--- src/design/wpf_pkg.sv ---
package wpf_pkg;

  localparam int CoordW   = 24;
  localparam int DirW     = 16;
  localparam int RadW     = 23;
  localparam int SpeedW   = 16;
  localparam int SumW     = 50;
  localparam int MagW     = 25;
  localparam int QW       = 15;
  localparam int NumW     = 41;
  localparam int DenW     = 26;
  localparam int IdxOutW  = 7;
  localparam int SqrtIter = 25;
  localparam int DivIter  = 15;

  localparam logic signed [DirW-1:0] OneQ14     = 16'sd16384;
  localparam logic [RadW-1:0]        RadiusRst  = 23'd256;

  typedef enum logic [1:0] {
    OP_LOAD  = 2'd0,
    OP_START = 2'd1,
    OP_TICK  = 2'd2,
    OP_CLEAR = 2'd3
  } op_e;

  typedef logic signed [CoordW-1:0] coord_t;
  typedef logic signed [DirW-1:0]   dir_t;

  typedef struct packed {
    logic            start;
    logic            is_sqrt;
    logic [SumW-1:0] num;
    logic [DenW-1:0] den;
  } iter_req_t;

  typedef struct packed {
    logic            done;
    logic [MagW-1:0] result;
  } iter_rsp_t;

endpackage

--- src/design/wpf_iter.sv ---
module wpf_iter import wpf_pkg::*; (
  input  logic      clk_i,
  input  logic      rst_ni,
  input  iter_req_t req_i,
  output iter_rsp_t rsp_o
);

  localparam int SqrtTop = 2 * (MagW - 1);

  logic            busy_q, done_q, mode_q;
  logic [4:0]      cnt_q;
  logic [SumW-1:0] v_q, res_q, pwr_q;
  logic [DenW-1:0] rem_q, den_q;
  logic [QW-1:0]   num_q, quo_q;

  logic [SumW-1:0] ta, tb;
  logic [SumW:0]   sub;
  logic            ge;
  logic [4:0]      last;

  // one subtractor serves both the root and the divide step
  always_comb begin
    ta   = mode_q ? v_q : SumW'({rem_q, num_q[QW-1]});
    tb   = mode_q ? (res_q + pwr_q) : SumW'(den_q);
    sub  = {1'b0, ta} - {1'b0, tb};
    ge   = ~sub[SumW];
    last = mode_q ? 5'(SqrtIter - 1) : 5'(DivIter - 1);
  end

  always_ff @(posedge clk_i or negedge rst_ni) begin
    if (!rst_ni) begin
      busy_q <= 1'b0;
      done_q <= 1'b0;
      mode_q <= 1'b0;
      cnt_q  <= '0;
    end else if (req_i.start) begin
      busy_q <= 1'b1;
      done_q <= 1'b0;
      mode_q <= req_i.is_sqrt;
      cnt_q  <= '0;
    end else if (busy_q) begin
      cnt_q <= cnt_q + 5'd1;
      if (cnt_q == last) begin
        busy_q <= 1'b0;
        done_q <= 1'b1;
      end
    end else begin
      done_q <= 1'b0;
    end
  end

  always_ff @(posedge clk_i) begin
    if (req_i.start) begin
      v_q   <= req_i.num;
      res_q <= '0;
      pwr_q <= SumW'(1) << SqrtTop;
      rem_q <= req_i.num[NumW-1:QW];
      num_q <= req_i.num[QW-1:0];
      den_q <= req_i.den;
      quo_q <= '0;
    end else if (busy_q) begin
      if (mode_q) begin
        if (ge) begin
          v_q   <= sub[SumW-1:0];
          res_q <= (res_q >> 1) + pwr_q;
        end else begin
          res_q <= res_q >> 1;
        end
        pwr_q <= pwr_q >> 2;
      end else begin
        rem_q <= ge ? sub[DenW-1:0] : ta[DenW-1:0];
        num_q <= num_q << 1;
        quo_q <= {quo_q[QW-2:0], ge};
      end
    end
  end

  assign rsp_o.done   = done_q;
  assign rsp_o.result = mode_q ? res_q[MagW-1:0] : MagW'(quo_q);

endmodule
--- config.mk ---
export PLATFORM = sky130hd
export DESIGN_NAME = wpf_iter
export DESIGN_NICKNAME = d
export VERILOG_FILES = /design/src/design/wpf_pkg.sv /design/src/design/wpf_iter.sv
export SDC_FILE = /design/constraint.sdc
export NUM_CORES = 1
export LEC_CHECK = 0
export BUFFER_PORTS_ARGS = -buffer_cell sky130_fd_sc_hd__buf_2
export CAP_MARGIN = 0
export CORE_MARGIN = 2
export CORE_UTILIZATION = 56
export CTS_CLUSTER_DIAMETER = 60
export DETAILED_ROUTE_END_ITERATION = 10
export HOLD_SLACK_MARGIN = 0.05
export PLACE_DENSITY = 0.86
export SLEW_MARGIN = 10
export SYNTH_ARGS = -nofsm -noshare
export SYNTH_HDL_FRONTEND = slang
export SYNTH_SLANG_ARGS = --single-unit
--- constraint.sdc ---
create_clock -name clk_i -period 8.3 [get_ports clk_i]
set_input_delay 1.245 -clock clk_i [delete_from_list [all_inputs] [get_ports clk_i]]
set_output_delay 1.245 -clock clk_i [all_outputs]
set_load 0.02 [all_outputs]
==> qor.yml <==
synthesis:
  synth_edf_count: 117
  avgSynthCellArea_um2: 8.570
  async_reset_ff_frac: 0.03721
  synth_xor_area_frac: 0.06078
  syn_area_um2: 15560
  synthDistinctLibCells: 77
  syn_inst: 1816
  synthSimpleGateAreaFrac: 0.1708
  synth_compound_area_frac: 0.2324
  syn-num-nets: 2000
  ys_seq_area_frac: 0.3544
  synth-main-ff-cell: "edfxtp_1"
  synth.mux.area_fraction: 0.05950
  synth_top_family_by_area: "compound AO/OA/AOI/OAI gates"
  ys_ff_latch: 215
  synthAdderAreaFrac: 0.08410
  yosysWarnings: 0
timing:
  period_needed_ns: 6.508
  setup_tns_ns: 0
  hold_violations: 0
  setup_ws_ns: 1.792
  setup_viol: 0
  skew_ns: 0.01592
  finalMaxSlewViolations: 0
  tightest_slew_ns: 1.045
  slew_headroom: 0.3008
  finalCritPeriodShare: 0.7840
  fmax_ghz: 0.1537
  grt_setup_unrepaired: "false"
power_and_ir_drop:
  p_leak_nw: 6.823
  p_per_area_nw_per_um2: 334.6
  ir_worst_vdd_mv: 0.2186
  power_mw: 5.704
drt:
  top_layer: "met4"
  m1WireLength_um: 17650
  viasPerCell: 6.347
  postRouteAntennaNets: 0
  wl_per_cell_um: 18.98
  route.met2.wl_um: 20150
  drt-initial-drc-count: 1371
  route.detailed.drc: 0
  routed_wl_um: 42710
  met3_length_um: 3179
  first_pass_iters: 5
  dr_total_vias: 14281
global_routing:
  grt_pass1_wl_um: 67700
  antenna_found_initial: 0
  gr-usage-all-layers: 0.2892
  grt_start_max_net_pins: 135
  grt-ovfl-total: 0
  grt_pass1_vias: 13687
finish:
  n_fill_cell: 2335
  final_common_cell: "nand2_1"
  drive_above_1_share: 0.1362
  syn2layout_area_growth_pct: 9.535
  finalNetCount: 2037
  layout_common_cells: "292 x nand2_1, 179 x o21ai_0, 128 x a21oi_1"
  finalNonFillerCells: 2250
  diodes: 0
place:
  dp.cells: 2204
  pre_cts_slack_ns: 1.991
  portBuffers: 105
  hpwl_um: 30400
  place.gp.congestion: 0.9129
clock_network:
  cts_resized: 0
  cts_buffers: 25
  hold_buffers: 0
  htreeDepth: 1
  cts_sinks: 215
  clk_pin_slew_ns: 0.06
  postCtsSetupRepairBufs: 0
  clockBufferDepth: 3
  clkLatencyLatePin_ns: 0.55
  cts_tree: "built"
  cts-root-buf: "clkbuf_16"
worst_setup_path:
  regToRegStartpoint: "res_q[2]$_SDFFE_PP0P_"
  crit_required_ns: 8.71
  r2r_cells: 20
  startpoint_type: "flip-flop"
  timing.rr.end: "res_q[8]$_SDFFE_PP0P_"
  path_class: "reg -> reg"
  crit_arrival_ns: 6.92
  cp_max_fo: 62
  cp-end-kind: "flip-flop"
  r2r_setup_slack_ns: 1.79
die:
  die_w_um: 170.7
  die_h_um: 170.7
  initial_core_util: 0.5648
  ios: 106
  die-area_um2: 29140
  core_area_um2: 27550
  num_rows: 61
min_path:
  holdPathStages: 2
  min_from: "quo_q[14]$_SDFFE_PP0P_"
  hp-class: "reg -> reg"
  hold_end: "quo_q[14]$_SDFFE_PP0P_"
flow_run:
  drv_cap: 0
outcome:
  status: "finished, final reports clean"
==> layout make-up <==
class / count / area [um2] / area share
Timing Repair Buffer: 115 / 606.8 / 0.03560
Tap cell: 378 / 473.0 / 0.02775
Multi-Input combinational cell: 1454 / 9480 / 0.5562
Inverter: 42 / 157.7 / 0.009248
Clock inverter: 8 / 81.33 / 0.004771
Clock buffer: 38 / 728.2 / 0.04272
Sequential cell: 215 / 5519 / 0.3238
==> per-stage QoR <==
| step | area [um2] | util | hold slack (ns) |
|---|---|---|---|
| after CTS | 17050 | 0.6187 | 0.4674 |
| after global routing | 17050 | 0.6187 | 0.4904 |
| after floorplan | 15560 | - | 0.4338 |
| after global placement | 16240 | 0.5893 | 0.4498 |
| final | 17050 | 0.6187 | 0.4687 |
| after detailed placement | 16240 | 0.5893 | 0.4592 |
==> state kept, by name (all words and copies together) (netlist names) <==
register,count
rem_q,26
quo_q,15
done_q,1
cnt_q,5
v_q,50
den_q,26
pwr_q,25
res_q,50
mode_q,1
busy_q,1
num_q,15
==> critical path: stages, from the launching register on <==
cell and delay (ns):
dfxtp_1 0.44, ha_1 0.31, a31o_2 0.28, o211ai_1 0.42
o21bai_1 0.26, a221oi_2 0.45, o211ai_1 0.25, o31a_1 0.33
a31oi_1 0.31, o21bai_1 0.12, xor2_1 0.14, nand2_1 0.07
ha_1 0.39, a21o_1 0.18, a21oi_1 0.22, nand3_1 0.16
o211ai_4 0.28, o21a_2 0.56, buf_4 0.60, nor3_1 0.14
a2111oi_0 0.40
==> Yosys cell counts, types with 8 or more instances <==
| master | n | area [um2] |
|---|---|---|
| o31ai_1 | 9 | 67.56 |
| nand2_1 | 293 | 1100 |
| xnor2_1 | 58 | 508.0 |
| ha_1 | 103 | 1289 |
| o21bai_1 | 20 | 150.1 |
| and3_1 | 14 | 87.58 |
| mux2_2 | 52 | 585.6 |
| and2_1 | 40 | 250.2 |
| buf_2 | 10 | 50.05 |
| a31oi_1 | 68 | 425.4 |
| a21o_1 | 32 | 240.2 |
| nor2b_1 | 12 | 75.07 |
| a21boi_0 | 9 | 67.56 |
| dfrtp_1 | 8 | 200.2 |
| o211ai_1 | 21 | 157.7 |
| clkbuf_1 | 77 | 289.0 |
| a31o_2 | 15 | 131.4 |
| inv_1 | 41 | 153.9 |
| buf_1 | 14 | 52.55 |
| nor2_1 | 90 | 337.8 |
| nand3_1 | 26 | 130.1 |
| dfxtp_1 | 90 | 1802 |
| a211oi_1 | 9 | 67.56 |
| xor2_1 | 50 | 437.9 |
| or3_1 | 26 | 162.7 |
| nand4_1 | 35 | 219.0 |
| o21ai_0 | 180 | 900.9 |
| mux2i_1 | 34 | 340.3 |
| a21oi_1 | 128 | 640.6 |
| nor3_1 | 20 | 100.1 |
| edfxtp_1 | 117 | 3513 |
==> per-layer routing <==
metal / track usage / up-vias
met1: 0.3712 / 6769
li1: - / 6774
met5: 0 / -
met2: 0.4934 / 612
met3: 0.03886 / 126
met4: 0.1156 / 0
==> cell families (layout without fill, tap and decap cells) <==
kind of cell | Yosys count | after routing
flip-flops | 215 | 215
adder cells (fa/ha/maj) | 104 | 104
AND/OR/NAND/NOR | 584 | 584
buffers and inverters | 147 | 203
multiplexers | 86 | 86
AO/OA/AOI/OAI | 572 | 572
XOR/XNOR | 108 | 108
==> power by group <==
| group | internal, mW | total (mW) | switching (mW) |
|---|---|---|---|
| registers | 1.49 | 1.69 | 0.204 |
| clock network | 0.638 | 1.10 | 0.467 |
| logic | 1.13 | 2.91 | 1.77 |
==> how the worst max path moves through the flow <==
stage / startpoint / depth (start not counted) / endpoint
after floorplan: res_q[2]$_SDFFE_PP0P_ / 21 / v_q[0]$_DFFE_PP_
after global placement: res_q[2]$_SDFFE_PP0P_ / 20 / res_q[10]$_SDFFE_PP0P_
after detailed placement: res_q[2]$_SDFFE_PP0P_ / 20 / res_q[8]$_SDFFE_PP0P_
after CTS: res_q[2]$_SDFFE_PP0P_ / 20 / res_q[8]$_SDFFE_PP0P_
after global routing: res_q[2]$_SDFFE_PP0P_ / 20 / res_q[6]$_SDFFE_PP0P_
final: res_q[2]$_SDFFE_PP0P_ / 20 / res_q[8]$_SDFFE_PP0P_
Note: power is estimated with default switching activity, not from simulation.
